## src/rtl/rpy_pkg.sv

```systemverilog
// Shared constants, flag type and output saturation for the RGB to perceptual YUV core.
// No dependencies; every other file uses it by scoped names.
package rpy_pkg;

    localparam int QBITS = 16;          // quotient bits per result

    // Colour weights in units of 1/1024
    localparam int W_Y_R = 306;
    localparam int W_Y_G = 601;
    localparam int W_Y_B = 117;
    localparam int W_U   = 136;
    localparam int W_V_R = 169;         // subtracted
    localparam int W_V_G = 39;
    localparam int W_V_B = 130;

    // (1 + 1/32) scaled into Q2.14 with the 1/1024 weight scale: 33 * 512
    localparam int CHROMA_GAIN = 16896;

    localparam int BIAS_SHIFT  = 5;     // max/32 bias, taken in 1/1024 units
    localparam int CLAMP_SHIFT = 4;     // max/64 floor of the denominator
    localparam int LUMA_SHIFT  = 6;     // 2 * 32 for Q1.15 with a half-step bias

    localparam logic [15:0] MAX_SAMPLE_RST = 16'd255;

    typedef struct packed {
        logic ovf;                      // quotient does not fit in QBITS
        logic neg;                      // numerator was negative
    } t_lane_flags;

    function automatic logic [15:0] sat_luma(input logic [15:0] q, input t_lane_flags f);
        logic [15:0] res;
        res = f.ovf ? 16'hFFFF : q;
        return res;
    endfunction

    function automatic logic [15:0] sat_chroma(input logic [15:0] q, input t_lane_flags f);
        logic [15:0] res;
        if (f.neg) begin
            if (f.ovf || q > 16'd32768) begin
                res = 16'h8000;
            end else begin
                res = 16'd0 - q;
            end
        end else begin
            if (f.ovf || q > 16'd32767) begin
                res = 16'h7FFF;
            end else begin
                res = q;
            end
        end
        return res;
    endfunction

endpackage

```

## src/rtl/rpy_front.sv

```systemverilog
// Front end: weighted sums, chroma gain and denominator, two register stages.
// Uses rpy_pkg for weights and shift constants.
module rpy_front #(
    parameter int SB = 16
) (
    input  logic              i_clk,
    input  logic              i_en,
    input  logic [SB-1:0]     i_red,
    input  logic [SB-1:0]     i_green,
    input  logic [SB-1:0]     i_blue,
    input  logic [SB-1:0]     i_max,
    output logic [SB+10:0]    o_den,
    output logic [SB+22:0]    o_prod_u,
    output logic [SB+22:0]    o_prod_v,
    output logic              o_neg_u,
    output logic              o_neg_v,
    output logic [SB+16:0]    o_luma_num,
    output logic [SB-1:0]     o_max
);

    localparam int YW   = SB + 10;      // luma sum
    localparam int UW   = SB + 9;       // signed chroma sums
    localparam int MW   = UW - 1;       // chroma magnitude
    localparam int PW   = SB + 23;      // magnitude times gain
    localparam int DENW = SB + 11;
    localparam int LNW  = SB + 17;

    // stage 0
    logic [YW-1:0] r_ys, n_ys;
    logic [UW-1:0] r_us, n_us;
    logic [UW-1:0] r_vs, n_vs;
    logic [SB-1:0] r_mx, n_mx;

    // stage 1
    logic [DENW-1:0] r_den, n_den;
    logic [PW-1:0]   r_prod_u, n_prod_u;
    logic [PW-1:0]   r_prod_v, n_prod_v;
    logic            r_neg_u, r_neg_v;
    logic [LNW-1:0]  r_lnum, n_lnum;
    logic [SB-1:0]   r_mx1;

    logic [MW-1:0]   w_mag_u, w_mag_v;
    logic [DENW-1:0] w_den_a, w_den_min;

    always_comb begin
        n_ys = YW'(i_red) * YW'(rpy_pkg::W_Y_R)
             + YW'(i_green) * YW'(rpy_pkg::W_Y_G)
             + YW'(i_blue) * YW'(rpy_pkg::W_Y_B);
        // modular arithmetic, the true value always fits UW bits signed
        n_us = UW'(rpy_pkg::W_U) * (UW'(i_red) - UW'(i_green));
        n_vs = UW'(rpy_pkg::W_V_B) * UW'(i_blue)
             + UW'(rpy_pkg::W_V_G) * UW'(i_green)
             - UW'(rpy_pkg::W_V_R) * UW'(i_red);
        n_mx = (i_max == '0) ? SB'(1) : i_max;
    end

    always_comb begin
        w_mag_u   = r_us[UW-1] ? MW'(UW'(0) - r_us) : r_us[MW-1:0];
        w_mag_v   = r_vs[UW-1] ? MW'(UW'(0) - r_vs) : r_vs[MW-1:0];
        n_prod_u  = PW'(w_mag_u) * PW'(rpy_pkg::CHROMA_GAIN);
        n_prod_v  = PW'(w_mag_v) * PW'(rpy_pkg::CHROMA_GAIN);
        w_den_a   = DENW'(r_ys) + (DENW'(r_mx) << rpy_pkg::BIAS_SHIFT);
        w_den_min = DENW'(r_mx) << rpy_pkg::CLAMP_SHIFT;
        n_den     = (w_den_a < w_den_min) ? w_den_min : w_den_a;
        n_lnum    = (LNW'(r_ys) << rpy_pkg::LUMA_SHIFT) + LNW'(r_mx);
    end

    always_ff @(posedge i_clk) begin
        if (i_en) begin
            r_ys     <= n_ys;
            r_us     <= n_us;
            r_vs     <= n_vs;
            r_mx     <= n_mx;
            r_den    <= n_den;
            r_prod_u <= n_prod_u;
            r_prod_v <= n_prod_v;
            r_neg_u  <= r_us[UW-1];
            r_neg_v  <= r_vs[UW-1];
            r_lnum   <= n_lnum;
            r_mx1    <= r_mx;
        end
    end

    assign o_den      = r_den;
    assign o_prod_u   = r_prod_u;
    assign o_prod_v   = r_prod_v;
    assign o_neg_u    = r_neg_u;
    assign o_neg_v    = r_neg_v;
    assign o_luma_num = r_lnum;
    assign o_max      = r_mx1;

endmodule

```

## config.mk

```make
export PLATFORM = sky130hd
export DESIGN_NAME = rpy_front
export DESIGN_NICKNAME = d
export VERILOG_FILES = /design/src/rtl/rpy_pkg.sv /design/src/rtl/rpy_front.sv
export SDC_FILE = /design/constraint.sdc
export NUM_CORES = 1
export LEC_CHECK = 0
export BUFFER_PORTS_ARGS = -buffer_cell sky130_fd_sc_hd__buf_2
export CORE_MARGIN = 2
export CORE_UTILIZATION = 45
export CTS_BUF_LIST = sky130_fd_sc_hd__clkbuf_4 sky130_fd_sc_hd__clkbuf_8
export DETAILED_ROUTE_END_ITERATION = 10
export PLACE_DENSITY = 0.67
export RECOVER_POWER = 50
export SYNTH_ARGS = -nofsm -noshare
export SYNTH_HDL_FRONTEND = slang
export SYNTH_SLANG_ARGS = --single-unit
```

## constraint.sdc

```tcl
create_clock -name i_clk -period 10.2 [get_ports i_clk]
set_input_delay 2.04 -clock i_clk [delete_from_list [all_inputs] [get_ports i_clk]]
set_output_delay 2.04 -clock i_clk [all_outputs]
set_load 0.005 [all_outputs]
```

Yosys cells after proc, flatten, opt, wreduce, memory -nomap -nowiden
Cells that the tools add are included.
{"block": "op_classes", "n_mux": 3, "magnitude_cmp": 1, "n_addsub": 9, "mul": 9, "reduce_logical": 1}
{"cell": "24-bit by 6-bit multiplier with 30-bit output, second input constant", "count": 2}
{"cell": "24-bit 2-to-1 mux", "count": 2}
{"cell": "1-bit by 24-bit subtractor with 24-bit output, first input constant", "count": 2}
{"cell": "32-bit by 16-bit adder with 33-bit output", "count": 1}
{"cell": "26-bit by 21-bit adder with 27-bit output", "count": 1}
{"cell": "27-bit by 20-bit < comparator with 1-bit output", "count": 1}
{"cell": "25-bit by 26-bit adder with 26-bit output", "count": 1}
{"cell": "26-bit by 23-bit adder with 26-bit output", "count": 1}
{"cell": "16-bit by 10-bit multiplier with 26-bit output, second input constant", "count": 1}
{"cell": "24-bit by 22-bit adder with 25-bit output", "count": 1}
{"cell": "5-bit by 25-bit multiplier with 22-bit output, first input constant", "count": 1}
{"cell": "25-bit by 24-bit subtractor with 25-bit output", "count": 1}
{"cell": "16-bit by 8-bit multiplier with 24-bit output, second input constant", "count": 1}
{"cell": "8-bit by 16-bit multiplier with 24-bit output, first input constant", "count": 1}
{"cell": "16-bit by 7-bit multiplier with 23-bit output, second input constant", "count": 1}
{"cell": "7-bit by 16-bit multiplier with 23-bit output, first input constant", "count": 1}
{"cell": "6-bit by 16-bit multiplier with 22-bit output, first input constant", "count": 1}
{"cell": "20-bit 2-to-1 mux", "count": 1}
{"cell": "16-bit by 16-bit subtractor with 17-bit output", "count": 1}
{"cell": "16-bit logical NOT", "count": 1}
{"block": "word_totals", "input_bits": 66, "output_inout_bits": 156, "register_bits": 227, "elab_cells": 35}

Logic depth before layout (Yosys ltp)
Gate-level depths: netlist of run 1.
{"block": "depth", "ltp_word": 3, "depth_mapped": 31, "depth_no_buf": 31}

Least setup slack after synthesis of run 1
No wires, ideal clock.
{"block": "synth_timing", "path_type": "input-to-reg", "from": "input port i_red[4]", "to": "register r_ys[25] (data pin)", "t_required_ns": 9.940, "arrival_time_ns": 8.931, "setup_ns": 0.260, "path_slack_ns": 1.009, "n_path_buf": 0, "cell_stages": 28, "cell_sequence": "ha_1 ha_1 inv_1 fa_1 fa_1 inv_1 ha_1 o21ai_1 a21boi_1 o41ai_1 o21ba_2 xnor2_1 ha_1 inv_1 fa_1 fa_1 fa_1 fa_1 inv_1 ha_1 a21o_1 a21o_1 a21oi_1 nand4_1 a31o_2 a211o_1 a21oi_1 xnor2_1"}
{"block": "synth_between", "elab_chain_cells": 3}
{"element": "start: declaration", "line_no": "rpy_front.sv:8", "rtl": "input logic [SB-1:0] i_red,"}
{"element": "16-bit by 8-bit multiplier with 24-bit output", "line_no": "rpy_front.sv:46", "rtl": "n_ys = YW'(i_red) * YW'(rpy_pkg::W_Y_R)"}
{"element": "25-bit by 26-bit adder with 26-bit output", "line_no": "rpy_front.sv:47", "rtl": "+ YW'(i_green) * YW'(rpy_pkg::W_Y_G)"}
{"element": "26-bit by 23-bit adder with 26-bit output", "line_no": "rpy_front.sv:48", "rtl": "+ YW'(i_blue) * YW'(rpy_pkg::W_Y_B);"}
{"element": "named net n_ys[25]", "line_no": "rpy_front.sv:29", "rtl": "logic [YW-1:0] r_ys, n_ys;"}
{"element": "end signal: assignment", "line_no": "rpy_front.sv:70", "rtl": "r_ys <= n_ys;"}
{"element": "end: declaration", "line_no": "rpy_front.sv:29"}
The timed path passes the listed nets, and every way through them passes these cells.
A chain may end at the register's enable or synchronous reset.

Worst setup path after layout of run 1
Same ends and word-level chain as after synthesis.

==> results.yml, run 1 <==
route:
  routedWlPerCell_um: 16.5
  num_vias: 19000
  wirelength_mm: 60.1
  via_per_inst: 5.22
  drc: 0
  drtAntennaViolNets: 0
  drtPass1Iterations: 5
  drt_iter0_drc: 875
clocking:
  postCtsSetupBuffers: 0
  cts_buffers: 40
  clk_latency_ns: 0.59
  cts_tree: "done"
  clkSinkCount: 216
  clockBufferDepth: 3
  htree_levels: 2
  cts_hold_buf: 0
  cts_root_buf: "clkbuf_8"
  ctsResizeCount: 0
  clkTransAtPathRegs_ns: 0.06
layout:
  fin_nets: 3712
  drive_above_1_share_pct: 8.25
  fill_cells: 5474
  area_growth_syn_to_layout_pct: 9.13
  final_area_sq_mm: 0.0300
global_route:
  grt_pass1_vias: 19600
  grt_max_degree: 85
  antenna_found_initial: 5
  gr-total-overflow: 0
  grt_usage_pct: 19.4
  grt_pass1_wl_mm: 97.6
worst_setup_path:
  crit_path_top_delay_cell: "fa_1"
  ff2ff_path_depth: 18
  path_class: "in2reg"
  endpoint_kind: "flop"
  required_ns: 10.52
  crit_fanout: 9
  max_stage_delay_ns: 0.54
  startpoint_type: "input port"
  rr_endpoint: "o_prod_v[36]"
  crit_path_frequent_cell: "fa_1"
  crit_arrival_ns: 9.81
  ff2ff_setup_slack_ns: 4.51
  r2r_start: "r_vs[0]"
sta:
  relSlewSlack_pct: -217
  setup_tns_ns: 0
  hold_viol_final: 0
  rsz0062_at_grt: "no"
  layout_min_cycle_time_ns: 9.49
  tightestPinTransition_ns: 4.76
  fmax_ghz: 0.105
  drv_slew: 85
  fin_crit_sh_pct: 93.1
  setup_viol: 0
  fin_skew_ns: 0.0244
die:
  dieArea_sq_mm: 0.0632
  start_util_pct: 45.5
  core_area_sq_mm: 0.0605
  die_x_um: 251
  die_h_um: 251
  num_rows: 90
  io_pins: 222
logic_synthesis:
  synth_top_flop_cell: "edfxtp_1"
  async_flop_share_pct: 0
  synth_seq_cells: 216
  synth_cell_type_count: 72
  ys_seq_area_share_pct: 23.6
  syn_area_sq_mm: 0.0275
  ys_warn_count: 0
  netlist_instances: 2618
  synth-edff-count: 216
  avgSynthCellArea_sq_um: 10.5
min_path:
  holdPathEnd: "o_luma_num[5]"
  hold_depth: 0
  min_path_type: "reg2reg"
  hold_start: "r_mx[5]"
status:
  violations: "max-capacitance violations, max-slew violations"
  status: "finished with violations"
placed_design:
  hpwl_mm: 49.7
  io_buffers: 200
  gp_congestion: 0.904
  postPlaceCellArea_sq_mm: 0.0293
run:
  drv_cap: 1
cells in the mapped netlist (all sizes together), types with 17 or more instances:
library cell  number  area share [%]
o21ai             78             1.4
inv              556             7.6
nand3             33            0.60
edfxtp           216              24
clkbuf            24            0.33
nor2             101             1.4
o21bai            18            0.49
xor2              47             1.5
nor2b             17            0.39
ha               538              24
xnor2            156             5.0
and3              18            0.41
fa               273              20
a21oi            102             1.9
a211oi            18            0.49
nor3              31            0.56
a21o              42             1.1
buf               30            0.85
nand2b            29            0.66
nand2             80             1.1
o21a              26            0.71
routing by layer:
| metal | global-route usage (%) | routed length [um] | share of wire, % | vias to the layer above |
|---|---|---|---|---|
| met4 | 6.77 | 1940 | 3.2 | 4 |
| met2 | 32.6 | 28500 | 47 | 399 |
| met3 | 2.37 | 2660 | 4.4 | 122 |
| met5 | 0 | 27 | 0.045 | - |
| li1 | - | - | - | 9225 |
| met1 | 25.9 | 27000 | 45 | 9291 |
logic make-up after synthesis:
| logic type | share of synthesized area, % |
|---|---|
| simple gates | 6.59 |
| xor+xnor | 6.46 |
| buf+inv | 8.75 |
| flops | 23.6 |
| compound gates | 9.41 |
| fa+ha+maj | 44.3 |
| mux | 0.909 |
| other cells | 0.0136 |
cell usage in the layout (no fill, tap or decap), types with 42 or more instances in the layout:
| master | netlist | routed |
|---|---|---|
| o21ai_0 | 56 | 60 |
| nand2_1 | 80 | 80 |
| edfxtp_1 | 216 | 216 |
| xnor2_1 | 156 | 156 |
| ha_1 | 538 | 538 |
| inv_1 | 556 | 556 |
| clkbuf_1 | 24 | 67 |
| a21o_1 | 42 | 42 |
| xor2_1 | 47 | 47 |
| fa_1 | 273 | 273 |
| nor2_1 | 101 | 101 |
| buf_2 | 0 | 133 |
| a21oi_1 | 100 | 101 |
registers in the layout (all words and copies together) (netlist names), 16 cells and up:
register,count
r_mx,16
r_vs,25
o_luma_num,33
o_den,27
r_us,21
o_prod_u,26
o_prod_v,30
r_ys,26
critical path, delay by kind of cell:
| family | cells | cell delay (ns) |
|---|---|---|
| xor+xnor | 2 | 0.22 |
| buf+inv | 5 | 0.47 |
| compound gates | 10 | 2.35 |
| simple gates | 1 | 0.19 |
| fa+ha+maj | 11 | 4.52 |
worst max-delay path by stage:
stage	start	endpoint	slack [ns]	cells past startpoint
2_1_floorplan	i_red[4]	r_ys[25]	1.01	28
3_3_place_gp	i_red[4]	r_ys[25]	0.32	29
3_5_place_dp	i_red[4]	r_ys[25]	0.16	29
4_1_cts	i_red[4]	r_ys[25]	0.78	29
5_1_grt	i_red[4]	r_ys[25]	0.33	29
6_report	i_red[4]	r_ys[25]	0.71	29
final cells by class:
| class | instances | area (sq um) | share of cell area (%) |
|---|---|---|---|
| Clock inverter | 21 | 181 | 0.604 |
| Antenna cell | 5 | 12.5 | 0.0416 |
| Timing Repair Buffer | 209 | 985 | 3.28 |
| Tap cell | 782 | 978 | 3.26 |
| Clock buffer | 47 | 609 | 2.03 |
| Multi-Input combinational cell | 1812 | 18700 | 62.3 |
| Sequential cell | 216 | 6490 | 21.6 |
| Inverter | 556 | 2090 | 6.95 |
metrics by stage:
stage	hold slack, ns	util (%)	setup slack, ns	std cells
after floorplan	0.467	-	1.01	2638
after global placement	0.529	48.5	0.318	3575
after detailed placement	0.527	48.5	0.160	3575
after CTS	0.547	49.8	0.782	3643
after global routing	0.573	49.7	0.327	3645
final	0.541	49.7	0.705	3648
Power of run 1 is not shown: default switching activity piles up to over one toggle a cycle in this logic, so the estimate is an artifact.
==> run 2, diff against run 1 <==
--- a/config.mk
+++ b/config.mk
@@ -10,7 +10,7 @@
 export CORE_UTILIZATION = 45
 export CTS_BUF_LIST = sky130_fd_sc_hd__clkbuf_4 sky130_fd_sc_hd__clkbuf_8
 export DETAILED_ROUTE_END_ITERATION = 10
-export PLACE_DENSITY = 0.67
+export PLACE_DENSITY = 0.69
 export RECOVER_POWER = 50
 export SYNTH_ARGS = -nofsm -noshare
 export SYNTH_HDL_FRONTEND = slang
==> constraint.sdc (replaced) <==
create_clock -name i_clk -period 7.74 [get_ports i_clk]
set_input_delay 1.548 -clock i_clk [delete_from_list [all_inputs] [get_ports i_clk]]
set_output_delay 1.548 -clock i_clk [all_outputs]
set_load 0.005 [all_outputs]
==> results.yml, run 2 (synthesized netlist as in run 1, its figures left out) <==
clocking:
  htree_levels: 2
  clkTransAtPathRegs_ns: 0.06
  clkSinkCount: 216
  cts_hold_buf: 0
  cts_root_buf: "clkbuf_8"
  cts_tree: "done"
  clk_latency_ns: 0.57
  cts_buffers: 39
  clockBufferDepth: 3
placed_design:
  io_buffers: 200
  hpwl_mm: 53.3
  gp_congestion: 0.906
worst_setup_path:
  crit_buf_inv: 6
  crit_path_frequent_cell: "fa_1"
  crit_fanout: 4
  endpoint_kind: "flop"
  startpoint_type: "input port"
  rr_endpoint: "o_prod_v[36]"
  r2r_start: "r_vs[0]"
  startpoint: "i_red[5]"
  crit_path_top_delay_cell: "fa_1"
  path_class: "in2reg"
  required_ns: 8.04
  crit_family: "adder cells"
  max_stage_delay_ns: 0.57
  ff2ff_path_depth: 18
  crit_cells: 30
  cp-endpoint: "r_ys[25]"
  ff2ff_setup_slack_ns: 1.93
  crit_arrival_ns: 8.31
die:
  start_util_pct: 45.5
  num_rows: 90
  die_h_um: 251
  dieArea_sq_mm: 0.0632
  core_area_sq_mm: 0.0605
  io_pins: 222
  die_x_um: 251
sta:
  setup_tns_ns: -1.47
  layout_min_cycle_time_ns: 8.01
  rsz0062_at_grt: "yes"
  hold_viol_final: 0
  finalWorstSetupSlack_ns: -0.267
  fin_crit_sh_pct: 103
  setup_viol: 8
  drv_slew: 76
  relSlewSlack_pct: -187
  fmax_ghz: 0.125
  fin_skew_ns: 0.0189
  tightestPinTransition_ns: 4.30
global_route:
  antenna_found_initial: 4
  grt_max_degree: 78
  grt_usage_pct: 20.5
  gr-total-overflow: 0
  grt_pass1_wl_mm: 104
  grt_pass1_vias: 20900
route:
  wirelength_mm: 63.8
  drtAntennaViolNets: 0
  drt_iter0_drc: 1027
  drtPass1Iterations: 5
  routedWlPerCell_um: 16.7
  via_per_inst: 5.19
  num_vias: 19800
  drc: 0
layout:
  largest_reg_flops: 33
  multi_input_area_sq_mm: 0.0195
  fill_cells: 5198
  final_common_cell: "inv_1"
  fin_nets: 3885
  final_cell_mix: "inv_1 (538), ha_1 (493), fa_1 (271)"
  area_growth_syn_to_layout_pct: 17.1
  regArea_sq_mm: 0.00649
  drive_above_1_share_pct: 19.3
min_path:
  min_path_type: "reg2reg"
run:
  drv_cap: 1
status:
  violations: "max-capacitance violations, max-slew violations, negative setup slack"
  status: "finished with violations"
[run 2: layer usage]
layer / GRT usage (%) / vias to the layer above / share of wire [%]
met5: 0 / - / 0.045
met4: 5.97 / 4 / 2.4
met3: 3.13 / 101 / 4.4
met2: 33.9 / 422 / 47
met1: 28.0 / 9718 / 46
li1: - / 9559 / -
[run 2: layout make-up]
class                           instances  area share, %
Antenna cell                            2         0.0155
Clock buffer                           51           1.98
Clock inverter                         13          0.264
Inverter                              556           6.47
Multi-Input combinational cell       1812           60.6
Sequential cell                       216           20.1
Tap cell                              782           3.03
Timing Repair Buffer                  383           7.53
[run 2: what timing repair did]
item	CTS	global route
setup buffers	7	6
setup endpoints to repair	11	18
pin swaps	40	72
resized for setup	32	67
[run 2: how the worst min path moves through the flow]
stage | startpoint | to | slack (ns) | cells past startpoint
6_report | r_mx[4] | o_luma_num[4] | 0.53 | 0
3_5_place_dp | r_mx[4] | o_luma_num[4] | 0.52 | 0
3_3_place_gp | r_mx[0] | o_luma_num[0] | 0.52 | 0
2_1_floorplan | r_us[24] | o_neg_u | 0.47 | 0
4_1_cts | r_mx[4] | o_luma_num[4] | 0.53 | 0
5_1_grt | r_mx[4] | o_luma_num[4] | 0.55 | 0
[run 2: metrics by stage]
stage | setup WS [ns] | utilization, % | hold WS, ns | area, sq um | std cells
finish | -0.267 | 53.3 | 0.531 | 32200 | 3815
global route | -0.454 | 53.3 | 0.545 | 32200 | 3815
CTS | -0.145 | 52.7 | 0.534 | 31900 | 3808
detailed placement | -0.940 | 51.3 | 0.521 | 31000 | 3737
global placement | -0.789 | 51.3 | 0.523 | 31000 | 3737
floorplan | -0.326 | - | 0.467 | 28000 | 2638
Power of run 2 is left out for the same reason.
