==> config.mk <==
export PLATFORM = sky130hd
export DESIGN_NAME = rpy_div_cell
export DESIGN_NICKNAME = d
export VERILOG_FILES = /design/src/rtl/rpy_pkg.sv /design/src/rtl/rpy_div_cell.sv
export SDC_FILE = /design/constraint.sdc
export NUM_CORES = 1
export LEC_CHECK = 0
export BUFFER_PORTS_ARGS = -buffer_cell sky130_fd_sc_hd__buf_2
export CAP_MARGIN = 20
export CELL_PAD_IN_SITES_DETAIL_PLACEMENT = 0
export CELL_PAD_IN_SITES_GLOBAL_PLACEMENT = 2
export CORE_ASPECT_RATIO = 1.4
export CORE_MARGIN = 3
export CORE_UTILIZATION = 34
export CTS_CLUSTER_SIZE = 12
export DETAILED_ROUTE_END_ITERATION = 6
export GPL_TIMING_DRIVEN = 0
export PLACE_DENSITY_LB_ADDON = 0.15
export SYNTH_ARGS = -nofsm -noshare
export SYNTH_HDL_FRONTEND = slang
export SYNTH_SLANG_ARGS = --single-unit
==> constraint.sdc <==
create_clock -name i_clk -period 6.4 [get_ports i_clk]
set_clock_uncertainty 0.15 [all_clocks]
set_input_delay 0.96 -clock i_clk [delete_from_list [all_inputs] [get_ports i_clk]]
set_output_delay 0.96 -clock i_clk [all_outputs]
set_load 0.005 [all_outputs]
==> src/rtl/rpy_pkg.sv <==
// Shared constants, flag type and output saturation for the RGB to perceptual YUV core.
// No dependencies; every other file uses it by scoped names.
package rpy_pkg;

    localparam int QBITS = 16;          // quotient bits per result

    // Colour weights in units of 1/1024
    localparam int W_Y_R = 306;
    localparam int W_Y_G = 601;
    localparam int W_Y_B = 117;
    localparam int W_U   = 136;
    localparam int W_V_R = 169;         // subtracted
    localparam int W_V_G = 39;
    localparam int W_V_B = 130;

    // (1 + 1/32) scaled into Q2.14 with the 1/1024 weight scale: 33 * 512
    localparam int CHROMA_GAIN = 16896;

    localparam int BIAS_SHIFT  = 5;     // max/32 bias, taken in 1/1024 units
    localparam int CLAMP_SHIFT = 4;     // max/64 floor of the denominator
    localparam int LUMA_SHIFT  = 6;     // 2 * 32 for Q1.15 with a half-step bias

    localparam logic [15:0] MAX_SAMPLE_RST = 16'd255;

    typedef struct packed {
        logic ovf;                      // quotient does not fit in QBITS
        logic neg;                      // numerator was negative
    } t_lane_flags;

    function automatic logic [15:0] sat_luma(input logic [15:0] q, input t_lane_flags f);
        logic [15:0] res;
        res = f.ovf ? 16'hFFFF : q;
        return res;
    endfunction

    function automatic logic [15:0] sat_chroma(input logic [15:0] q, input t_lane_flags f);
        logic [15:0] res;
        if (f.neg) begin
            if (f.ovf || q > 16'd32768) begin
                res = 16'h8000;
            end else begin
                res = 16'd0 - q;
            end
        end else begin
            if (f.ovf || q > 16'd32767) begin
                res = 16'h7FFF;
            end else begin
                res = q;
            end
        end
        return res;
    endfunction

endpackage

==> src/rtl/rpy_div_cell.sv <==
// One restoring-division step: shift in a numerator bit, subtract if it fits, register.
// Uses rpy_pkg for the quotient width and lane flags.
module rpy_div_cell #(
    parameter int DW = 28
) (
    input  logic                         i_clk,
    input  logic                         i_en,
    input  logic [DW-1:0]                i_rem,
    input  logic [DW-1:0]                i_div,
    input  logic [rpy_pkg::QBITS-1:0]    i_nq,
    input  rpy_pkg::t_lane_flags         i_flags,
    output logic [DW-1:0]                o_rem,
    output logic [DW-1:0]                o_div,
    output logic [rpy_pkg::QBITS-1:0]    o_nq,
    output rpy_pkg::t_lane_flags         o_flags
);

    logic [DW:0]                   w_part;
    logic                          w_fit;
    logic [DW-1:0]                 r_rem, n_rem;
    logic [DW-1:0]                 r_div;
    logic [rpy_pkg::QBITS-1:0]     r_nq, n_nq;
    rpy_pkg::t_lane_flags          r_flags;

    // numerator bits leave at the top of nq while quotient bits enter at the bottom
    always_comb begin
        w_part = {i_rem, i_nq[rpy_pkg::QBITS-1]};
        w_fit  = w_part >= {1'b0, i_div};
        n_rem  = w_fit ? DW'(w_part - {1'b0, i_div}) : w_part[DW-1:0];
        n_nq   = {i_nq[rpy_pkg::QBITS-2:0], w_fit};
    end

    always_ff @(posedge i_clk) begin
        if (i_en) begin
            r_rem   <= n_rem;
            r_div   <= i_div;
            r_nq    <= n_nq;
            r_flags <= i_flags;
        end
    end

    assign o_rem   = r_rem;
    assign o_div   = r_div;
    assign o_nq    = r_nq;
    assign o_flags = r_flags;

endmodule

-- Yosys cells after proc, flatten, opt, wreduce, memory -nomap -nowiden
Index checks and enable logic that the tools add are counted.
- bits in registers: 74
- bits of input ports: 76
- output and inout port bits: 74
- logic and storage cells: 8
- add/subtract/negate cells: 1
- order comparisons: 1
- muxes and demuxes: 1
- operators by type and width (kind ; count):
    29-bit by 28-bit greater-or-equal comparator with 1-bit output ; 1
    28-bit two-way mux ; 1
    28-bit subtractor ; 1

-- Depth between registers and ports, before layout
Gate-level depths: netlist of the first run.
- depth after elaboration: 2
- gate-level depth with buffers: 13
- gate-level depth less buffers: 11

-- Worst setup path before layout of the first run
OpenSTA, ideal clock, no wires.
- path kind: input -> register
- start: input port i_div[11]
- end: register r_rem[21] (netlist: o_rem[21]), data pin
- library setup time: 0.260 ns
- data arrival time: 2.997 ns
- data required time: 5.990 ns
- path slack: 2.993 ns
- stages on the path: 13
- path buffers: 3
- path through: inv_1 -> ha_1 -> buf_2 -> nand2_1 -> nor2_1 -> nor2_1 -> a31oi_2 -> a31oi_2 -> a21oi_2 -> a41o_1 -> buf_6 -> buf_6 -> mux2_4
- word-level cells in the longest chain between the ends: 2
- elaborated cells between the ends (all ways): 3
- classes of those cells: 1 x add/sub; 1 x order compare; 1 x mux
- ends and longest elaborated chain (item ; line ; RTL):
    from (decl) ; rpy_div_cell.sv:9 ; input logic [DW-1:0] i_div,
    29-bit by 28-bit greater-or-equal comparator with 1-bit output ; rpy_div_cell.sv:28 ; w_fit = w_part >= {1'b0, i_div};
    via w_fit ; rpy_div_cell.sv:19 ; logic w_fit;
    28-bit two-way mux ; rpy_div_cell.sv:29 ; n_rem = w_fit ? DW'(w_part - {1'b0, i_div}) : w_part[DW-1:0];
    via n_rem[21] ; rpy_div_cell.sv:20 ; logic [DW-1:0] r_rem, n_rem;
    to (signal assigned) ; rpy_div_cell.sv:35 ; r_rem <= n_rem;
    to (decl) ; rpy_div_cell.sv:20 ;
The timed path passes the listed nets, and every way through them passes these cells.
A chain may end at the register's enable or synchronous reset.

-- Worst setup path after layout of the first run
- start: input port i_div[2]
- end: register r_rem[21] (netlist: o_rem[21]), data pin
The elaborated chain is that of the path after synthesis.

==> reports/results.md, run 1 <==
| Group | Parameter | Reported |
|---|---|---|
| timing | Setup repair after global routing missed its margin | no |
| global route | Residual overflow from global routing | 0 |
| synthesis | Number of synthesized register bits | 74 |
| floorplan | Effective utilization at floorplan | 0.351 |
| floorplan | Row cnt | 48 |
| drt | DR pass1 iterations | 4 |
| global route | Global-route wire length before repair | 18000 um |
| synthesis | Number of standard cells after synthesis | 375 |
| placed design | Half-perimeter wire length after placement | 8610 um |
| final layout | Leading cell type in the layout, fill and taps excluded | sky130_fd_sc_hd__buf_2 |
| timing | Hold Slack | 645 ps |
| clock tree | Number of levels in the clock H-tree | 3 |
| critical path | Critical Path Source Type | primary input |
| clock tree | Clk sink count | 74 |
| floorplan | Die outline height | 140 um |
| final layout | Leading cell types in the layout, fill and taps excluded | sky130_fd_sc_hd__buf_2, sky130_fd_sc_hd__edfxtp_1, sky130_fd_sc_hd__inv_1, sky130_fd_sc_hd__a21oi_1, sky130_fd_sc_hd__ha_1 |
| critical path | Total buffers and inverters traversed by the critical path | 4 |
| drt | Routed vias | 3405 |
| clock tree | Clk pin slew, worst setup/hold paths | 60 ps |
| min path | Hold Crit Depth | 1 |
| drt | Number of DRC violations after detailed-routing iteration 0 | 65 |
| drt | Remaining number of nets flagged by the antenna check after routing | 0 |
| placed design | Global placement routability congestion | 0.778 |
| synthesis | Number of distinct library cells after synthesis | 52 |
| clock tree | Buffers inserted during post-CTS setup optimization | 0 |
| synthesis | Number of warnings issued by yosys | 0 |
| min path | Kind of path behind the tightest hold check | in -> reg |
| timing | Final count of pins violating max slew | 0 |
| final layout | Number of inserted diodes | 0 |
| timing | Maximum operating frequency | 0.266 GHz |
| floorplan | Overall die area | 14300 um2 |
| synthesis | Share of flip-flops with an asynchronous set or reset | 0 |
| global route | Via count of the first global-routing pass | 3642 |
| floorplan | Placeable core region | 12500 um2 |
| placed design | Number of buffers added on ports | 149 |
| timing | Share of the cycle needed by the critical path after routing | 0.587 |
| drt | Routed len/inst | 16.1 um |
| timing | Final Worst Setup Slack | 2640 ps |
| timing | Final setup violation count | 0 |
| drt | Mean number of vias per cell | 4.95 |
| clock tree | Buffer levels on the longest clock path | 2 |
| flow run | Max Cap Viol | 0 |
| global route | Global-route total usage across every layer | 0.159 |
| clock tree | Number of gates given a new drive strength after cts | 0 |
| placed design | Pre-CTS setup slack | 2270 ps |
| pwr | Largest vdd supply drop | 108 uV |
| pwr | LEAKAGE | 2.58 nW |
| clock tree | CTS Root Cell | sky130_fd_sc_hd__clkbuf_16 |
| synthesis | Average size of a mapped cell | 11.7 um2 |
| final layout | Fraction of layout cells with a size suffix above 1 | 0.387 |
| critical path | Required time worst endpoint | 6330 ps |
| timing | Headroom to the max-slew limit | 0.354 |
| synthesis | Synthesized Nets | 480 |
| critical path | Critical path arrival | 3690 ps |
| critical path | Maximum single-stage delay on the critical path | 360 ps |
| clock tree | Clock tree from TritonCTS | built |
| critical path | Worst setup path class | in -> reg |
| drt | DRT Wirelength | 11100 um |
| timing | Worst slew pin tran | 969 ps |
| final layout | Nets@finish | 640 |
| critical path | Cells along the critical path | buf_2, inv_1, ha_1, o211ai_1, a21oi_1, o21ai_1, a31oi_2, a31oi_2, a21oi_2, a41o_1, buf_6, buf_6, mux2_4 |
| floorplan | Die width | 102 um |
| pwr | Total power of the final layout | 1.56 mW |
| clock tree | Hold bufs inserted after CTS | 0 |
| status | Run status | finished clean |
| pwr | Power density relative to cell area | 276 nW/um2 |
| critical path | Logic depth of the worst path, buffers included | 13 |
| synthesis | Number of enable-type register cells in the synthesized netlist | 74 |
| global route | Antenna violations before repair | 0 |
| final layout | Utilization after layout | 0.454 |
| final layout | Growth of design area from synthesis to finish | 29.4% |
| critical path | Top Family by Delay on Critical Path | compound AO/OA/AOI/OAI gates |
| global route | Maximum number of pins on one net before global-route repair | 75 |
| synthesis | Area of the mapped netlist | 4390 um2 |
| timing | Final Hold Viols | 0 |
| drt | Residual DRC count | 0 |
| clock tree | Number of buffers created by CTS | 9 |
| timing | Final critical-path required period | 3760 ps |
| critical path | CP max-delay cell | sky130_fd_sc_hd__ha_1 |
| synthesis | Sequential area share after synthesis | 0.507 |
| floorplan | Num ports | 150 |
| synthesis | Ys flop type | sky130_fd_sc_hd__edfxtp_1 |
| critical path | Worst-path maximum fanout | 10 |
| final layout | # fillers | 1229 |
| critical path | Critical Path End Type | flop |
| timing | Total Neg Setup Slack | 0 ps |
==> registers in the layout, summed over array words and instances (netlist names) <==
signal / cells
o_div: 28
o_rem: 28
o_nq: 16
o_flags: 2
==> through the flow <==
stage,cell area [um2],instances
3_3_place_gp,5320,674
2_1_floorplan,4390,375
3_5_place_dp,5320,674
4_1_cts,5680,688
6_report,5680,688
5_1_grt,5680,688
==> final cells by class <==
class / count / area (um2) / area share
Buffer: 16 / 87.6 / 0.0154
Clock buffer: 9 / 225 / 0.0397
Clock inverter: 5 / 129 / 0.0227
Inverter: 38 / 143 / 0.0251
Multi-Input combinational cell: 247 / 1930 / 0.341
Sequential cell: 74 / 2220 / 0.392
Tap cell: 150 / 188 / 0.0331
Timing Repair Buffer: 149 / 748 / 0.132
==> Yosys cell counts, types with 4 or more instances <==
library cell,n,share of area
sky130_fd_sc_hd__edfxtp_1,74,0.51
sky130_fd_sc_hd__nand2_1,18,0.015
sky130_fd_sc_hd__o21bai_1,5,0.0086
sky130_fd_sc_hd__nand4_1,7,0.010
sky130_fd_sc_hd__nor2_1,18,0.015
sky130_fd_sc_hd__clkbuf_1,9,0.0077
sky130_fd_sc_hd__xor2_1,9,0.018
sky130_fd_sc_hd__ha_1,28,0.080
sky130_fd_sc_hd__nand3_1,6,0.0068
sky130_fd_sc_hd__a21o_1,12,0.021
sky130_fd_sc_hd__mux2_2,19,0.049
sky130_fd_sc_hd__o21ai_0,12,0.014
sky130_fd_sc_hd__nor3_1,7,0.0080
sky130_fd_sc_hd__xnor2_1,13,0.026
sky130_fd_sc_hd__mux2_4,5,0.017
sky130_fd_sc_hd__a21oi_1,30,0.034
sky130_fd_sc_hd__buf_2,4,0.0046
sky130_fd_sc_hd__inv_1,38,0.033
sky130_fd_sc_hd__o211ai_1,5,0.0086
sky130_fd_sc_hd__and3_1,5,0.0071
sky130_fd_sc_hd__mux2i_1,5,0.011
==> final timing paths <==
| check | to | start | slack, ps |
|---|---|---|---|
| hold / removal | o_nq[4]$_DFFE_PP_ | i_nq[3] | 640 |
| setup / recovery | o_rem[21]$_DFFE_PP_ | i_div[2] | 2640 |
==> logic make-up (layout without fill, tap and decap cells) <==
family / Yosys count / in the layout / share of synthesized area
buffers and inverters: 54 / 217 / 0.0525
XOR/XNOR: 22 / 22 / 0.0439
flip-flops: 74 / 74 / 0.507
multiplexers: 29 / 29 / 0.0773
AO/OA/AOI/OAI: 91 / 91 / 0.147
AND/OR/NAND/NOR: 76 / 76 / 0.0882
adder cells (fa/ha/maj): 29 / 29 / 0.0845
==> report_power, final <==
group          switching (mW)  internal (mW)
Combinational           0.177          0.162
Sequential             0.0110          0.600
Clock                   0.197          0.417
==> layer usage <==
| metal | up-vias | share of wire | global-route usage | wire length (um) |
|---|---|---|---|---|
| met2 | 99 | 0.52 | 0.288 | 5770 |
| met1 | 1587 | 0.40 | 0.178 | 4460 |
| li1 | 1704 | - | - | - |
| met4 | 0 | 0.019 | 0.0636 | 212 |
| met5 | - | 0 | 0 | 0 |
| met3 | 15 | 0.056 | 0.0324 | 616 |
Note: power is estimated with default switching activity, not from simulation.
==> inputs of run 2 (changes only) <==
Settings changed: CORE_UTILIZATION 34 to 32.
Clock period 6.4 ns to 3.5 ns, I/O delays scaled along.
==> run 2 against run 1 <==
  * Combinational power grew 84%
  * Critical endpoint is now o_rem[25]$_DFFE_PP_
  * Wire length increased by 0.68%
  * Design area barely moved
  * Highest routed layer unchanged
==> reports/results.md, run 2 (synthesis gave the netlist of run 1 again) <==
| Group | Parameter | Reported | vs previous |
|---|---|---|---|
| min path | Hold Crit Depth | 1 | unchanged |
| timing | Final count of pins violating max slew | 0 | unchanged |
| floorplan | Die width | 105 um | was 102 um |
| timing | Maximum operating frequency | 0.314 GHz |  |
| timing | Total Neg Setup Slack | 0 ps | unchanged |
| drt | Number of DRC violations after detailed-routing iteration 0 | 84 | was 65 |
| global route | Global routing met2 resource utilization | 0.273 | was 0.288 |
| floorplan | Num ports | 150 | unchanged |
| drt | Mean number of vias per cell | 4.72 | was 4.95 |
| timing | Final Hold Viols | 0 | unchanged |
| global route | Via count of the first global-routing pass | 3458 | was 3642 |
| timing | Worst slew pin tran | 972 ps | was 969 ps |
| drt | Remaining number of nets flagged by the antenna check after routing | 0 | unchanged |
| global route | Met1 Usage GRT | 0.167 | was 0.178 |
| global route | Global-route total usage across every layer | 0.146 | was 0.159 |
| status | Run status | finished clean | unchanged |
| timing | Setup repair after global routing missed its margin | no | unchanged |
| clock tree | Number of levels in the clock H-tree | 3 | unchanged |
| pwr | LEAKAGE | 2.56 nW | was 2.58 nW |
| placed design | Instance area at placement | 5360 um2 | was 5320 um2 |
| final layout | Fraction of layout cells with a size suffix above 1 | 0.388 | was 0.387 |
| floorplan | Overall die area | 15200 um2 | was 14300 um2 |
| placed design | Global placement routability congestion | 0.796 | was 0.778 |
| critical path | Critical Path Source Type | primary input | unchanged |
| pwr | Largest vdd supply drop | 194 uV | was 108 uV |
| drt | Residual DRC count | 0 | unchanged |
| flow run | Max Cap Viol | 0 | unchanged |
| clock tree | Number of gates given a new drive strength after cts | 0 | unchanged |
| clock tree | Clk pin slew, worst setup/hold paths | 60 ps | about the same |
| clock tree | CTS Root Cell | sky130_fd_sc_hd__clkbuf_16 | unchanged |
| placed design | Number of buffers added on ports | 149 | unchanged |
| floorplan | Effective utilization at floorplan | 0.328 | was 0.351 |
| final layout | Nets@finish | 640 | unchanged |
| clock tree | Clk sink count | 74 | unchanged |
| final layout | Utilization after layout | 0.424 | was 0.454 |
| clock tree | Buffers inserted during post-CTS setup optimization | 0 | unchanged |
| clock tree | Buffer levels on the longest clock path | 2 | unchanged |
| clock tree | Hold bufs inserted after CTS | 0 | unchanged |
| final layout | Final cell area excluding filler cells | 5670 um2 | was 5680 um2 |
| final layout | # fillers | 1377 | was 1229 |
| final layout | Leading cell type in the layout, fill and taps excluded | sky130_fd_sc_hd__buf_2 | unchanged |
| min path | Critical hold path startpoint | i_nq[13] | was i_nq[3] |
| critical path | Critical path arrival | 3110 ps | was 3690 ps |
| min path | Worst hold endpoint | o_nq[14]$_DFFE_PP_ | was o_nq[4]$_DFFE_PP_ |
| final layout | Growth of design area from synthesis to finish | 29.4% | about the same |
| global route | Antenna violations before repair | 0 | unchanged |
| critical path | Worst setup path class | in -> reg | unchanged |
| global route | Global routing met3 resource utilization | 0.0317 | was 0.0324 |
| clock tree | Clock tree from TritonCTS | built | unchanged |
| placed design | Half-perimeter wire length after placement | 8820 um | was 8610 um |
| final layout | Number of inserted diodes | 0 | unchanged |
| final layout | Leading cell types in the layout, fill and taps excluded | sky130_fd_sc_hd__buf_2, sky130_fd_sc_hd__edfxtp_1, sky130_fd_sc_hd__inv_1, sky130_fd_sc_hd__a21oi_1, sky130_fd_sc_hd__ha_1 | unchanged |
| drt | DR pass1 iterations | 4 | unchanged |
| min path | Kind of path behind the tightest hold check | in -> reg | unchanged |
| timing | Final setup violation count | 0 | unchanged |
| drt | Routed len/inst | 15.4 um | was 16.1 um |
| floorplan | Die outline height | 145 um | was 140 um |
| clock tree | Number of buffers created by CTS | 9 | unchanged |
| global route | Maximum number of pins on one net before global-route repair | 75 | unchanged |
| timing | Headroom to the max-slew limit | 0.352 | was 0.354 |
| floorplan | Placeable core region | 13400 um2 | was 12500 um2 |
| global route | Residual overflow from global routing | 0 | unchanged |
| critical path | Critical Path End Type | flop | unchanged |
| global route | Global-route wire length before repair | 17400 um | was 18000 um |
| critical path | Worst-path maximum fanout | 10 | unchanged |
| critical path | Required time worst endpoint | 3430 ps | was 6330 ps |
| timing | Final critical-path required period | 3180 ps |  |
| global route | Layer carrying the most global-route usage | met2 | unchanged |
| floorplan | Row cnt | 50 | was 48 |
| pwr | Power density relative to cell area | 478 nW/um2 | was 276 nW/um2 |
| drt | Routed vias | 3404 | was 3405 |
| timing | Share of the cycle needed by the critical path after routing | 0.909 |  |
| drt | DRT Wirelength | 11100 um | about the same |
==> run 2: cell count changes in the layout (fill, tap and decap cells not counted) <==
| cell | previous run | this run |
|---|---|---|
| sky130_fd_sc_hd__clkinv_2 | 0 | 2 |
| sky130_fd_sc_hd__a21oi_1 | 30 | 29 |
| sky130_fd_sc_hd__a21oi_2 | 2 | 3 |
| sky130_fd_sc_hd__clkinv_1 | 0 | 1 |
| sky130_fd_sc_hd__bufinv_16 | 4 | 2 |
==> run 2: how the worst max path moves through the flow <==
stage / to / depth (start not counted) / slack, ps / startpoint
floorplan: o_rem[21]$_DFFE_PP_ / 13 / 530 / i_div[11]
global placement: o_rem[23]$_DFFE_PP_ / 13 / -240 / i_div[2]
detailed placement: o_rem[26]$_DFFE_PP_ / 13 / -240 / i_div[2]
CTS: o_rem[21]$_DFFE_PP_ / 13 / 120 / i_div[2]
global route: o_rem[16]$_DFFE_PP_ / 13 / 80 / i_div[15]
finish: o_rem[25]$_DFFE_PP_ / 13 / 320 / i_div[2]
==> run 2: metrics by stage <==
step           std cells  power [mW]  hold slack (ps)  worst slack, ps
6_report             721        2.71              215              320
5_1_grt              721        2.86              203             75.3
4_1_cts              721        2.76              203              116
3_5_place_dp         706        1.77              553             -237
3_3_place_gp         706        1.77              552             -243
2_1_floorplan        375        1.52              474              528
==> run 2: worst max-delay path, stage by stage <==
cell                       delay (ps)
sky130_fd_sc_hd__buf_2             90
sky130_fd_sc_hd__inv_1             40
sky130_fd_sc_hd__ha_1             370
sky130_fd_sc_hd__o211ai_1         120
sky130_fd_sc_hd__a21oi_2          220
sky130_fd_sc_hd__o21ai_1          140
sky130_fd_sc_hd__a31oi_2          260
sky130_fd_sc_hd__a31oi_2          190
sky130_fd_sc_hd__a21oi_2          240
sky130_fd_sc_hd__a41o_1           230
sky130_fd_sc_hd__buf_6            170
sky130_fd_sc_hd__buf_6            190
sky130_fd_sc_hd__mux2_4           310
==> run 2: final cells by class <==
class | instances | area [um2] | area share
timing repair buffer | 149 | 748 | 0.132
buffer | 16 | 87.6 | 0.0154
sequential | 74 | 2220 | 0.392
inverter | 38 | 143 | 0.0251
multi-input combinational | 247 | 1940 | 0.341
clock buffer | 9 | 225 | 0.0397
clock inverter | 6 | 82.6 | 0.0146
tap | 182 | 228 | 0.0401
==> run 2: power breakdown <==
part	internal, mW	switching, mW
Sequential	1.10	0.0191
Clock	0.616	0.352
Combinational	0.297	0.327
Total	2.01	0.698
==> run 2: metal layers <==
metal | wire [um] | up-vias
met2 | 5850 | 98
met1 | 4590 | 1590
met3 | 565 | 11
met4 | 138 | 0
li1 | - | 1705
met5 | 0 | -
==> inputs of run 3 (changes only) <==
Settings changed: ABC_AREA set to 1, CORE_UTILIZATION 32 to 29.
==> run 3 against run 2 <==
  * Non-clock buffer count decreased by 9
  * Flip-flop and latch count unchanged
  * Setup slack improved by 700 ps
  * Worst hold slack got worse by 20 ps
  * Critical path depth unchanged
  * Count of clock-buffer cells in the layout unchanged
  * Via count increased by 28%
  * Sequential power about the same
  * Die area increased by 24%
  * Sequential share of layout area decreased by 4.0 points
  * Synthesized cell count increased by 71%
  * Combinational power increased by 3.8%
  * Critical endpoint is now o_rem[21]$_DFFE_PP_
  * Largest power group unchanged
==> reports/results.md, run 3 <==
| Group | Parameter | Reported | vs previous |
|---|---|---|---|
| status | Run status | finished clean | unchanged |
| floorplan | Die outline height | 161 um | was 145 um |
| final layout | Number of standard cells in the final layout excluding fillers | 1008 | was 721 |
| clock tree | Number of gates given a new drive strength after cts | 0 | unchanged |
| synthesis | Dominant combinational cell family by area after synthesis | simple AND/OR/NAND/NOR gates | was compound AO/OA/AOI/OAI gates |
| placed design | Half-perimeter wire length after placement | 12500 um | was 8820 um |
| final layout | Final cell area excluding filler cells | 6310 um2 | was 5670 um2 |
| min path | Kind of path behind the tightest hold check | in -> reg | unchanged |
| synthesis | Sequential area share after synthesis | 0.446 | was 0.507 |
| timing | Worst slew pin tran | 948 ps | was 972 ps |
| drt | Number of DRC violations after detailed-routing iteration 0 | 170 | was 84 |
| placed design | Instance area at placement | 5980 um2 | was 5360 um2 |
| critical path | Critical Path End Type | flop | unchanged |
| synthesis | Share of flip-flops with an asynchronous set or reset | 0 | unchanged |
| timing | Headroom to the max-slew limit | 0.368 | was 0.352 |
| synthesis | Synth Area in XOR/XNOR | 0.0246 | was 0.0439 |
| synthesis | Top post-synthesis cells by count | sky130_fd_sc_hd__nand2_1, sky130_fd_sc_hd__inv_1, sky130_fd_sc_hd__edfxtp_1 | was sky130_fd_sc_hd__edfxtp_1, sky130_fd_sc_hd__inv_1, sky130_fd_sc_hd__a21oi_1 |
| synthesis | Number of distinct library cells after synthesis | 29 | was 52 |
| critical path | Critical path arrival | 2420 ps | was 3110 ps |
| drt | Mean number of vias per cell | 4.33 | was 4.72 |
| final layout | Leading cell types in the layout, fill and taps excluded | sky130_fd_sc_hd__nand2_1, sky130_fd_sc_hd__buf_2, sky130_fd_sc_hd__inv_1, sky130_fd_sc_hd__edfxtp_1, sky130_fd_sc_hd__nand3_1 | was sky130_fd_sc_hd__buf_2, sky130_fd_sc_hd__edfxtp_1, sky130_fd_sc_hd__inv_1, sky130_fd_sc_hd__a21oi_1, sky130_fd_sc_hd__ha_1 |
| floorplan | Placeable core region | 16800 um2 | was 13400 um2 |
| synthesis | Number of standard cells after synthesis | 640 | was 375 |
| synthesis | Library cell with the largest summed area after synthesis | sky130_fd_sc_hd__edfxtp_1 | unchanged |
| drt | Routed len/inst | 15.1 um | was 15.4 um |
| placed design | Global placement routability congestion | 0.801 | was 0.796 |
| critical path | Worst-path maximum fanout | 10 | unchanged |
| drt | Remaining number of nets flagged by the antenna check after routing | 0 | unchanged |
| clock tree | Clk sink count | 74 | unchanged |
| timing | Total Neg Setup Slack | 0 ps | unchanged |
| drt | Residual DRC count | 0 | unchanged |
| global route | Global-route total usage across every layer | 0.167 | was 0.146 |
| synthesis | Most instantiated library cell after synthesis | sky130_fd_sc_hd__nand2_1 | was sky130_fd_sc_hd__edfxtp_1 |
| global route | Global-route wire length before repair | 23600 um | was 17400 um |
| placed design | Cell count after placement | 992 | was 706 |
| final layout | Number of inserted diodes | 0 | unchanged |
| floorplan | Die width | 117 um | was 105 um |
| clock tree | Clk pin slew, worst setup/hold paths | 70 ps | was 60 ps |
| timing | Final critical-path required period | 2480 ps | was 3180 ps |
| final layout | Utilization after layout | 0.375 | was 0.424 |
| clock tree | Hold bufs inserted after CTS | 0 | unchanged |
| synthesis | Ys flop type | sky130_fd_sc_hd__edfxtp_1 | unchanged |
| global route | Maximum number of pins on one net before global-route repair | 75 | unchanged |
| synthesis | Synthesized Nets | 745 | was 480 |
| floorplan | Effective utilization at floorplan | 0.296 | was 0.328 |
| synthesis | Area contributors post-synth | sky130_fd_sc_hd__edfxtp_1, sky130_fd_sc_hd__nand2_1, sky130_fd_sc_hd__inv_1, sky130_fd_sc_hd__ha_1, sky130_fd_sc_hd__nand3_1 | was sky130_fd_sc_hd__edfxtp_1, sky130_fd_sc_hd__ha_1, sky130_fd_sc_hd__mux2_2, sky130_fd_sc_hd__a21oi_1, sky130_fd_sc_hd__inv_1 |
| placed design | Pre-CTS setup slack | 636 ps | was -237 ps |
| timing | Final Hold Viols | 0 | unchanged |
| placed design | Number of buffers added on ports | 149 | unchanged |
| timing | Setup repair after global routing missed its margin | no | unchanged |
| clock tree | Number of levels in the clock H-tree | 3 | unchanged |
| synthesis | Post-synth top area share | 0.446 | was 0.507 |
| floorplan | Overall die area | 18800 um2 | was 15200 um2 |
| clock tree | Buffer levels on the longest clock path | 2 | unchanged |
| synthesis | Average size of a mapped cell | 7.78 um2 | was 11.7 um2 |
| global route | Via count of the first global-routing pass | 4614 | was 3458 |
| synthesis | Area of the mapped netlist | 4980 um2 | was 4390 um2 |
| synthesis | Compound-Gate Fraction of Synth Area | 0.0289 | was 0.147 |
| critical path | Critical Path Source Type | primary input | unchanged |
| clock tree | Number of buffers created by CTS | 9 | unchanged |
| pwr | Largest vdd supply drop | 172 uV | was 194 uV |
| min path | Worst hold endpoint | o_nq[10]$_DFFE_PP_ | was o_nq[14]$_DFFE_PP_ |
| critical path | Worst setup path class | in -> reg | unchanged |
| synthesis | Adder-cell area share of the yosys netlist | 0.0744 | was 0.0845 |
| floorplan | Row cnt | 56 | was 50 |
| final layout | Area taken by multi-input logic gates | 2130 um2 | was 1940 um2 |
| timing | Final count of pins violating max slew | 0 | unchanged |
| min path | Critical hold path startpoint | i_nq[9] | was i_nq[13] |
| synthesis | Mux share of post-synthesis cell area | 0 | was 0.0773 |
| timing | Final setup violation count | 0 | unchanged |
| global route | Antenna violations before repair | 0 | unchanged |
| final layout | Leading cell type in the layout, fill and taps excluded | sky130_fd_sc_hd__nand2_1 | was sky130_fd_sc_hd__buf_2 |
| timing | Share of the cycle needed by the critical path after routing | 0.709 | was 0.909 |
| final layout | Fraction of layout cells with a size suffix above 1 | 0.243 | was 0.388 |
| min path | Hold Crit Depth | 1 | unchanged |
| clock tree | CTS Root Cell | sky130_fd_sc_hd__clkbuf_16 | unchanged |
| final layout | Growth of design area from synthesis to finish | 26.8% | was 29.4% |
| critical path | Required time worst endpoint | 3440 ps | was 3430 ps |
| synthesis | Fraction of the mapped netlist area in simple logic gates | 0.300 | was 0.0882 |
| synthesis | Number of warnings issued by yosys | 0 | unchanged |
| timing | Maximum operating frequency | 0.403 GHz | was 0.314 GHz |
| global route | Residual overflow from global routing | 0 | unchanged |
| final layout | Register Area | 2220 um2 | unchanged |
| floorplan | Num ports | 150 | unchanged |
| pwr | Power density relative to cell area | 445 nW/um2 | was 478 nW/um2 |
| final layout | # fillers | 1849 | was 1377 |
| timing | Final Worst Setup Slack | 1020 ps | was 320 ps |
| drt | Routed vias | 4361 | was 3404 |
| drt | DRT Wirelength | 15200 um | was 11100 um |
| pwr | LEAKAGE | 3.39 nW | was 2.56 nW |
| synthesis | Number of synthesized register bits | 74 | unchanged |
| drt | DR pass1 iterations | 4 | unchanged |
| final layout | Nets@finish | 905 | was 640 |
| flow run | Max Cap Viol | 0 | unchanged |
| clock tree | Clock tree from TritonCTS | built | unchanged |
| synthesis | Number of enable-type register cells in the synthesized netlist | 74 | unchanged |
| clock tree | Buffers inserted during post-CTS setup optimization | 0 | unchanged |
==> run 3: changes by cell type in the layout (fill, tap and decap cells not counted), sizes merged, moves of 9 or more <==
cell and delta:
a21o -12, a21oi -19, clkbuf -9, inv +112, mux2 -24, nand2 +208, nand3 +50, nor2 +20
xnor2 -12
==> run 3: cells by family (layout without fill, tap and decap cells) <==
family	after synthesis	count (layout)
AND/OR/NAND/NOR	341	341
buffers and inverters	154	319
flip-flops	74	74
adder cells (fa/ha/maj)	29	29
AO/OA/AOI/OAI	28	28
XOR/XNOR	14	14
==> run 3: worst max-delay path by stage <==
| stage | startpoint | to | slack (ps) | cells past startpoint |
|---|---|---|---|---|
| floorplan | i_div[15] | o_rem[14]$_DFFE_PP_ | 1270 | 12 |
| finish | i_div[15] | o_rem[21]$_DFFE_PP_ | 1020 | 13 |
| detailed placement | i_rem[11] | o_rem[21]$_DFFE_PP_ | 640 | 12 |
| global route | i_div[18] | o_rem[21]$_DFFE_PP_ | 810 | 13 |
| global placement | i_div[15] | o_rem[21]$_DFFE_PP_ | 600 | 13 |
| CTS | i_div[17] | o_rem[21]$_DFFE_PP_ | 1010 | 13 |
==> run 3: power by group <==
part           internal (mW)  switching [mW]  leakage [nW]
logic                  0.253           0.395          2.51
registers               1.09          0.0193         0.724
clock network          0.639           0.408         0.160
==> run 3: final cells by class <==
cell class              count  share of cell area
well taps                 203              0.0402
clock buffers               9              0.0357
multi-input cells         412               0.337
flip-flops and latches     74               0.352
repair buffers            149               0.119
plain buffers               7              0.0119
clock inverters             7              0.0170
inverters                 147              0.0874
==> run 3: layer usage <==
metal | vias to the layer above | share of wire | routed length [um] | GRT usage
met4 | 0 | 0.019 | 285 | 0.0543
met5 | - | 0 | 0 | 0
met1 | 1942 | 0.40 | 6060 | 0.181
li1 | 2321 | - | - | -
met2 | 81 | 0.55 | 8370 | 0.317
met3 | 17 | 0.031 | 477 | 0.0281
==> run 3: metrics by stage <==
step | hold WS, ps | power [mW]
floorplan | 474 | 1.51
global placement | 552 | 1.79
detailed placement | 554 | 1.80
CTS | 176 | 2.87
global route | 179 | 2.98
finish | 195 | 2.81
==> run 3: critical path, stage by stage <==
cell	delay [ps]
sky130_fd_sc_hd__buf_2	90
sky130_fd_sc_hd__inv_1	40
sky130_fd_sc_hd__ha_1	340
sky130_fd_sc_hd__nand2_1	140
sky130_fd_sc_hd__nor2_2	180
sky130_fd_sc_hd__nand2_1	130
sky130_fd_sc_hd__clkinv_1	80
sky130_fd_sc_hd__nand3_1	120
sky130_fd_sc_hd__nand3_2	120
sky130_fd_sc_hd__nand2_2	160
sky130_fd_sc_hd__buf_4	250
sky130_fd_sc_hd__nand3_1	150
sky130_fd_sc_hd__nand2_1	90
